$ cat config.mk
export PLATFORM = sky130hd
export DESIGN_NAME = zsce_addr_fold
export DESIGN_NICKNAME = d
export VERILOG_FILES = /design/src/design/zsce_pkg.sv /design/src/design/zsce_addr_fold.sv
export SDC_FILE = /design/constraint.sdc
export NUM_CORES = 1
export LEC_CHECK = 0
export CORE_MARGIN = 10
export CORE_UTILIZATION = 58
export CTS_CLUSTER_SIZE = 16
export DETAILED_ROUTE_END_ITERATION = 10
export DONT_BUFFER_PORTS = 1
export GPL_ROUTABILITY_DRIVEN = 0
export HOLD_SLACK_MARGIN = 0.05
export MAX_ROUTING_LAYER = met4
export PLACE_DENSITY = 0.74
export SYNTH_ARGS = -nofsm -noshare
export SYNTH_HDL_FRONTEND = slang
export SYNTH_SLANG_ARGS = --single-unit
$ cat constraint.sdc
create_clock -name clk -period 0.8 [get_ports clk]
set_input_delay 0.16 -clock clk [delete_from_list [all_inputs] [get_ports clk]]
set_output_delay 0.16 -clock clk [all_outputs]
set_load 0.03 [all_outputs]
$ cat src/design/zsce_pkg.sv
// Shared types and constants for the zoomed sprite chunk expander.
// Used by the channel interfaces, the address fold unit, the top level and the checker.
// No dependencies.
package zsce_pkg;

  localparam int MAP_WORDS_DEF = 32768;

  localparam int ADDR_W  = 15;
  localparam int DATA_W  = 16;
  localparam int CODE_W  = 15;
  localparam int COLS    = 8;
  localparam int COL_W   = 3;
  localparam int ROW_W   = 4;

  localparam logic CMD_WRITE = 1'b0;
  localparam logic CMD_DRAW  = 1'b1;

  localparam logic [8:0]  DEAD_Y    = 9'h180;
  localparam logic [9:0]  WRAP_LIM  = 10'h140;
  localparam logic [9:0]  WRAP_SPAN = 10'h200;
  localparam int          Y_BIAS    = 3;
  localparam int          ZOOM_FULL = 128;

  localparam logic [15:0] PRIO_MASK_LO = 16'hff00;
  localparam logic [15:0] PRIO_MASK_HI = 16'hfffc;

  // Reciprocal reduction of a map address modulo the map size.
  localparam int RECIP_SHIFT = 30;
  localparam int RECIP_W     = 24;
  localparam int QUOT_W      = 9;
  localparam int MOD_W       = 17;

  typedef struct packed {
    logic              vld;
    logic              wr;
    logic [DATA_W-1:0] data;
    logic [COL_W-1:0]  col;
  } fold_tag_t;

endpackage

$ cat src/design/zsce_addr_fold.sv
// Two-stage unit that reduces a 15-bit map address modulo the map size.
// A reciprocal multiply estimates the quotient; one compare and subtract corrects it.
// Depends on zsce_pkg.
module zsce_addr_fold #(
  parameter int MAP_WORDS = zsce_pkg::MAP_WORDS_DEF
) (
  input  logic                               clk,
  input  logic                               rst_n,
  input  zsce_pkg::fold_tag_t                req_tag,
  input  logic [zsce_pkg::ADDR_W-1:0]        req_addr,
  output zsce_pkg::fold_tag_t                rsp_tag,
  output logic [$clog2(MAP_WORDS)-1:0]       rsp_addr
);
  import zsce_pkg::*;

  localparam int AW     = $clog2(MAP_WORDS);
  localparam int PROD_W = ADDR_W + RECIP_W;
  localparam int QM_W   = QUOT_W + MOD_W;
  localparam logic [RECIP_W-1:0] RECIP = RECIP_W'((64'd1 << RECIP_SHIFT) / MAP_WORDS);
  localparam logic [MOD_W-1:0]   MOD   = MOD_W'(MAP_WORDS);

  fold_tag_t          tag1_r;
  logic [ADDR_W-1:0]  addr1_r;
  logic [QUOT_W-1:0]  quot1_r;
  fold_tag_t          tag2_r;
  logic [AW-1:0]      addr2_r;

  logic [PROD_W-1:0]  prod;
  logic [QM_W-1:0]    qm;
  logic [MOD_W-1:0]   rem;
  logic [MOD_W-1:0]   rem_fix;

  assign prod    = PROD_W'(req_addr) * PROD_W'(RECIP);
  assign qm      = QM_W'(quot1_r) * QM_W'(MOD);
  assign rem     = MOD_W'(QM_W'(addr1_r) - qm);
  assign rem_fix = (rem >= MOD) ? (rem - MOD) : rem;

  always_ff @(posedge clk) begin
    if (!rst_n) begin
      tag1_r <= '0;
      tag2_r <= '0;
    end else begin
      tag1_r <= req_tag;
      tag2_r <= tag1_r;
    end
  end

  always_ff @(posedge clk) begin
    addr1_r <= req_addr;
    quot1_r <= QUOT_W'(prod >> RECIP_SHIFT);
    addr2_r <= AW'(rem_fix);
  end

  assign rsp_tag  = tag2_r;
  assign rsp_addr = addr2_r;

endmodule

### Word level (Yosys, flattened, before mapping)

Index checks and enable logic that the tools add are counted.

* register bits: 72
* bits in latches: 0
* bits in writable memories: 0
* bits in read-only memories: 0
* input bits: 38
* output and inout port bits: 36
* logic and storage cells: 13
* memories kept: 0

* add/sub/neg operators: 1
* multipliers: 0
* divide/modulo/power cells: 0
* magnitude comparators: 1
* eq/ne operators: 0
* shift-type cells: 0
* multiplexer cells: 1
* bitwise gates (word level): 0
* reduce and logical (&&, ||, !) cells: 0

Operators with widths (number)
* 15-bit by 16-bit greater-or-equal comparator with 1-bit output, second input constant: 1
* 15-bit two-way mux: 1
* 15-bit by 1-bit subtractor with 15-bit output, second input constant: 1

### Longest topological paths before layout

Gate-level depths: netlist (run 1).

* depth after elaboration: 2
* gate-level depth with buffers: 2
* mapped depth without buffers: 1

### Worst setup path before layout (run 1)

Ideal clock, no wire load.

* kind: register -> output
* start: register addr2_r[0], in the netlist rsp_addr[0]
* end: output port rsp_addr[0]
* arrival time: 0.459 ns
* data required time: 0.640 ns
* setup slack: 0.181 ns
* stages on the path, launching flop included: 1
* path buffers: 0
* cells stage by stage: dfxtp_1

RTL lines
* start, declared: RTL line zsce_addr_fold.sv:26 `logic [AW-1:0] addr2_r;`
* start signal, assigned: RTL line zsce_addr_fold.sv:51 `addr2_r <= AW'(rem_fix);`
* end, declared: RTL line zsce_addr_fold.sv:12 `output logic [$clog2(MAP_WORDS)-1:0] rsp_addr`

No word-level cell between the ends.

### Final worst setup path (run 1)

* start: register tag2_r (netlist bit rsp_tag[15])
* end: output port rsp_tag[15] (netlist name)

RTL lines
* start, declared: RTL line zsce_addr_fold.sv:25 `fold_tag_t tag2_r;`
* start signal, assigned: RTL line zsce_addr_fold.sv:44 `tag2_r <= tag1_r;`
* end, declared: RTL line zsce_addr_fold.sv:11 `output zsce_pkg::fold_tag_t rsp_tag,`

No word-level cell between the ends.

==> results of run 1 <==
## how the worst max path moves through the flow
stage | endpoint | slack (ps) | cells past startpoint
CTS | rsp_tag[15] | -180 | 0
global route | rsp_tag[15] | -210 | 0
floorplan | rsp_addr[0] | 180 | 0
global placement | rsp_tag[4] | 150 | 0
finish | rsp_tag[15] | -150 | 0
detailed placement | rsp_tag[7] | 150 | 0
## sequential cells by signal, indices dropped and copies added (netlist names)
signal / count
rsp_tag: 21
tag1_r: 21
addr1_r: 15
rsp_addr: 15
## layer usage
metal	global-route usage (%)	part of all wire [%]	vias up
li1	-	-	441
met1	11.1	35	403
met2	21.4	53	47
met3	9.51	11	2
met4	6.19	0.58	0
met5	-	0	-
## cells by family after synthesis
logic type,synth area share [%]
buffers and inverters,1.13
and+or+nand+nor,17.7
DFF,81.1
## per-stage QoR
stage	std cells	power [mW]	util, %	TNS (ps)
finish	196	5.77	79.8	-4890
global route	196	6.10	79.8	-7090
detailed placement	147	4.16	59.9	0
global placement	147	4.15	59.9	0
floorplan	118	4.14	-	0
CTS	196	5.86	79.8	-9580
## layout make-up
type / instances / share of cell area (%)
clock buffer: 10 / 3.39
clock inverter: 2 / 0.418
multi-input combinational: 42 / 13.2
sequential: 72 / 65.8
tap: 33 / 1.72
timing repair buffer: 37 / 15.6
## cell usage in the layout (no fill, tap or decap)
cell type and n:
dlymetal6s4s_1 1, dfxtp_4 36, clkinv_2 2, and2_2 42, dlygate4sd3_1 36, clkbuf_8 1
dfxtp_1 36, clkbuf_4 9
## timing repair
| item | 4_1_cts | 5_1_grt |
|---|---|---|
| hold buffers | 37 | 0 |
| pin swaps | 0 | 0 |
| endpoints found under the hold margin | 57 | 0 |
| setup endpoints to repair | 36 | 58 |
| resized for setup | 72 | 1 |
## power by group
group	total, mW	leakage, nW	switching, mW	internal (mW)
sequential	3.92	0.620	0.221	3.70
clock	1.61	0.0564	0.960	0.647
combinational	0.241	0.338	0.0557	0.186
total	5.77	1.01	1.24	4.54
==> flow_metrics.tcl, run 1 <==
set metrics [dict create \
    yosys_warnings 0 \
    cts_tree "done" \
    fmax_ghz 1.06 \
    synth-seq-area-share_pct 81.1 \
    synthTopCellsByArea "dfxtp_1, and2_2, clkbuf_2" \
    clkTransAtPathRegs_ps 90 \
    async_reset_ff_share_pct 0 \
    fp-row-count 20 \
    reg2reg_depth 1 \
    grt_pass1_vias 1024 \
    clock_path_buffers 2 \
    start_kind "flop" \
    antenna_cells 0 \
    viasPerCell 4.56 \
    avgSynthCellArea_um2 15.1 \
    ios 74 \
    fin_crit_sh_pct 118 \
    fp.dieW_um 75.3 \
    synthToLayoutAreaGrowth_pct 34.9 \
    rr_endpoint "rsp_tag[0]$_SDFF_PN0_" \
    grt_max_degree 23 \
    outcome "finished, violations left" \
    ys_seq_elements 72 \
    grt_pass1_wl_mm 4.97 \
    ant_nets 0 \
    synthCells 118 \
    violations "setup timing" \
    dr_total_vias 893 \
    initialDrtViolationCount 22 \
    ir_worst_vdd_mv 1.61 \
    synth_area_leader_cell "dfxtp_1" \
    grtUsageTotal_pct 13.1 \
    die_area_um2 5680 \
    core_um2 3000 \
    worstHoldPathType "in -> reg" \
    crit_fanout 1 \
    hold_ws_ps 325 \
    cts_sinks 72 \
    placed_area_um2 1800 \
    arrival_ps 790 \
    antenna_found_initial 0 \
    power_density_nw_per_um2 2410 \
    holdPathEnd "addr1_r[11]$_DFF_P_" \
    postRouteWirelength_mm 3.26 \
    cts_buffers 9 \
    layout-drive-gt1-share_pct 55.2 \
    yosysMostFrequentCell "dfxtp_1" \
    max_slew.worst_pin.slew_ps 572 \
    p_leak_nw 1.01 \
    synth_flop_cell "dfxtp_1" \
    synth_area_um2 1780 \
    endpoint_kind "primary output" \
    post-route-min-period_ps 947 \
    hold_start "req_addr[11]" \
    insertion_delay_ps 380 \
    slew_viol_final 0 \
    yosysTopAreaCellShare_pct 81.1 \
    setup_ws_ps -147 \
    initial_utilization_pct 59.2 \
    crit_required_ps 640 \
    routedWlPerCell_um 16.6 \
    startpoint "rsp_tag[15]$_SDFF_PN0_" \
    first_pass_iters 2 \
    r2r-start "tag1_r[0]$_SDFF_PN0_" \
    hpwl_mm 2.05 \
    cts_setup_buffers 0 \
    synth_nets 156 \
    relSlewSlack_pct 61.9 \
    nFillCells 180 \
    rsz0062_at_grt "yes" \
    regArea_um2 1580 \
    holdPathStages 1 \
    die_height_um 75.3 \
    dp_slack_ps 149 \
    port_buffers 0 \
    multi_input_area_um2 315 \
    path_class "reg -> out" \
    final.setup_skew_ps 9.64 \
    nets 200 \
    finalHoldViolCount 0 \
    design_area_um2 2400 \
    synth.distinct_cells 3 \
    cts.root.buffer_cell "clkbuf_4" \
    finalSetupViolations 36 \
    max_cap_viol_count 0 \
    synth_top_cells_by_count "dfxtp_1, and2_2, clkbuf_2" \
    h-tree-depth 3 \
    grt_overflow 0 \
    synth_edf_count 0 \
    drc 0 \
    reg2reg_slack_ps 200 \
]
Power figures use the tool's default switching activity.
==> inputs of run 2 (changes only) <==
==> constraint.sdc (replaced) <==
create_clock -name clk -period 0.8 [get_ports clk]
set_input_delay 0.16 -clock clk [delete_from_list [all_inputs] [get_ports clk]]
set_output_delay 0.16 -clock clk [all_outputs]
set_load 0.1 [all_outputs]
==> run 2 against run 1 <==
Area after synthesis unchanged. The flow now stops in 3_5_place_dp. Synthesized cell count unchanged.
==> flow_metrics.tcl, run 2 <==
set metrics [dict create \
    outcome "did not finish" \
    haltStage "3_5_place_dp" \
    stop_error "[ERROR DPL-0033] detailed placement checks failed during check placement." \
    yosys_warnings 0 \
    synth_flop_cell "dfxtp_1" \
    initial_utilization_pct 59.2 \
    ios 74 \
    synth_nets 156 \
    yosysMostFrequentCell "dfxtp_1" \
    synthCells 118 \
    synth_top_cells_by_count "dfxtp_1, and2_2, clkbuf_2" \
    fp-row-count 20 \
    synth.distinct_cells 3 \
    fp.dieW_um 75.3 \
    synth_area_um2 1780 \
    yosysTopAreaCellShare_pct 81.1 \
    synth_area_leader_cell "dfxtp_1" \
    die_height_um 75.3 \
    port_buffers 0 \
    synth_edf_count 0 \
    avgSynthCellArea_um2 15.1 \
    synth-seq-area-share_pct 81.1 \
    async_reset_ff_share_pct 0 \
    ys_seq_elements 72 \
    synthTopCellsByArea "dfxtp_1, and2_2, clkbuf_2" \
]
-- run 2: cell counts after synthesis --
No cell type changed its count.
-- run 2: through the flow --
| step | hold WS, ps | worst slack (ps) | cell area (µm²) | instances |
|---|---|---|---|---|
| 3_3_place_gp | 188 | 150 | 2560 | 183 |
| 2_1_floorplan | 188 | 14.2 | 1820 | 118 |
-- run 2: cell families after synthesis --
| kind of cell | after synthesis | share of synthesized area, % |
|---|---|---|
| DFF | 72 | 81.1 |
| buffers and inverters | 4 | 1.13 |
| and+or+nand+nor | 42 | 17.7 |
==> inputs of run 3 (changes only) <==
--- a/config.mk
+++ b/config.mk
@@ -6,14 +6,11 @@
 export NUM_CORES = 1
 export LEC_CHECK = 0
 export CORE_MARGIN = 10
-export CORE_UTILIZATION = 58
-export CTS_CLUSTER_SIZE = 16
+export CORE_UTILIZATION = 40
 export DETAILED_ROUTE_END_ITERATION = 10
 export DONT_BUFFER_PORTS = 1
 export GPL_ROUTABILITY_DRIVEN = 0
-export HOLD_SLACK_MARGIN = 0.05
-export MAX_ROUTING_LAYER = met4
-export PLACE_DENSITY = 0.74
+export PLACE_DENSITY_LB_ADDON = 0.15
 export SYNTH_ARGS = -nofsm -noshare
 export SYNTH_HDL_FRONTEND = slang
 export SYNTH_SLANG_ARGS = --single-unit
==> run 3 against run 2 <==
The flow now finishes, with violations (hold timing, setup timing).
==> flow_metrics.tcl, run 3 (synthesis gave the netlist of run 1 again) <==
set metrics [dict create \
    outcome "finished, violations left" \
    violations "hold timing, setup timing" \
    die_area_um2 7510 \
    cts_tree "done" \
    grtUsageTotal_pct 11.1 \
    insertion_delay_ps 330 \
    cts.root.buffer_cell "clkbuf_8" \
    dp.cells 202 \
    regArea_um2 1490 \
    drc 0 \
    post-route-min-period_ps 1010 \
    endpoint_kind "primary output" \
    max_stage_delay_ps 350 \
    clkTransAtPathRegs_ps 70 \
    arrival_ps 850 \
    grt_use_met3_pct 8.26 \
    core_um2 4320 \
    hold_ws_ps -34.8 \
    cts_buffers 9 \
    setup_ws_ps -213 \
    mostFrequentLayoutCell "and2_2" \
    initial_utilization_pct 41.1 \
    grt_max_degree 43 \
    crit_required_ps 640 \
    crit_slowest_cell "dfxtp_2" \
    routedWlPerCell_um 15.2 \
    start_kind "flop" \
    max_cap_viol_count 0 \
    fmax_ghz 0.987 \
    finalSetupViolations 36 \
    h-tree-depth 3 \
    fin_crit_sh_pct 127 \
    design_area_um2 3130 \
    cts_sinks 72 \
    ir_worst_vdd_mv 1.81 \
    cts_setup_buffers 0 \
    port_buffers 0 \
    power_density_nw_per_um2 2420 \
    ios 74 \
    p_leak_nw 1.35 \
    critPathTopFamily "flip-flops" \
    max_slew.worst_pin.slew_ps 104 \
    clock_path_buffers 2 \
    slew_viol_final 0 \
    antenna_found_initial 0 \
    grt_overflow 0 \
    nets 235 \
    dr_total_vias 1055 \
    final.setup_skew_ps 3.85 \
    synthToLayoutAreaGrowth_pct 76.3 \
    power_frac_clock_pct 33.5 \
    viasPerCell 4.15 \
    busiest_layer "met2" \
    finalHoldViolCount 22 \
    die_height_um 86.6 \
    ant_nets 0 \
    placed_area_um2 2590 \
    antenna_cells 0 \
    layout-drive-gt1-share_pct 63.9 \
    ctsHoldBuffers 36 \
    seqPwrFrac_pct 51.0 \
    swShare_pct 25.7 \
    combPwrFrac_pct 15.5 \
    nFillCells 278 \
    cp_cell_sequence "buf_12" \
    initialDrtViolationCount 11 \
    multi_input_area_um2 315 \
    crit_fanout 1 \
    fp.dieW_um 86.6 \
    rsz0062_at_grt "yes" \
    p_sw_mw 1.95 \
    p_int_mw 5.64 \
    grt_pass1_vias 1207 \
    mostFrequentLayoutCells "and2_2, dfxtp_1, dlygate4sd3_1, buf_12, dfxtp_2" \
    met2_usage_pct 18.9 \
    path_buf_inv 1 \
    grt_pass1_wl_mm 6.18 \
    use_met1_pct 9.32 \
    final_cells 254 \
    fp-row-count 24 \
    first_pass_iters 3 \
    relSlewSlack_pct 93.1 \
    postRouteWirelength_mm 3.86 \
    path_class "reg -> out" \
    worstHoldPathType "in -> reg" \
]
[run 3: power by group through the flow]
| stage | combinational, mW | clock [mW] | sequential (mW) |
|---|---|---|---|
| detailed placement | 1.04 | 0 | 3.95 |
| floorplan | 0.0969 | 0 | 4.50 |
| global route | 1.21 | 2.80 | 3.88 |
| CTS | 1.18 | 2.63 | 3.87 |
| global placement | 1.03 | 0 | 3.94 |
| finish | 1.18 | 2.54 | 3.87 |
[run 3: through the flow]
step	power, mW	setup TNS (ps)	setup slack [ps]	util, %
6_report	7.59	-7210	-213	72.4
5_1_grt	7.89	-8730	-254	72.4
4_1_cts	7.68	-7970	-237	72.4
3_5_place_dp	4.99	0	132	59.8
3_3_place_gp	4.98	0	146	59.8
2_1_floorplan	4.60	0	14.2	-
[run 3: area by class of cell]
type / instances / area share (%)
Clock inverter: 3 / 0.479
Timing Repair Buffer: 72 / 34.5
Tap cell: 52 / 2.08
Clock buffer: 13 / 5.39
Multi-Input combinational cell: 42 / 10.1
Sequential cell: 72 / 47.5
[run 3: timing repair]
action                     CTS  global route
setup endpoints to repair   36            36
gates resized for setup      0             0
hold endpoints to repair    57            22
[run 3: final timing paths]
path                          start                     end  slack (ps)  cells past startpoint
max          rsp_tag[20]$_SDFF_PN0_             rsp_tag[20]        -210                      1
min                           rst_n  rsp_tag[18]$_SDFF_PN0_         -30                      1
max reg2reg    tag1_r[0]$_SDFF_PN0_   rsp_tag[0]$_SDFF_PN0_         210                      1
min reg2reg      addr1_r[8]$_DFF_P_     rsp_addr[8]$_DFF_P_         320                      0
[run 3: metal layers]
layer	vias to the layer above	wire, µm
li1	512	-
met1	487	1300
met2	51	2050
met3	5	455
met4	0	59
met5	-	0
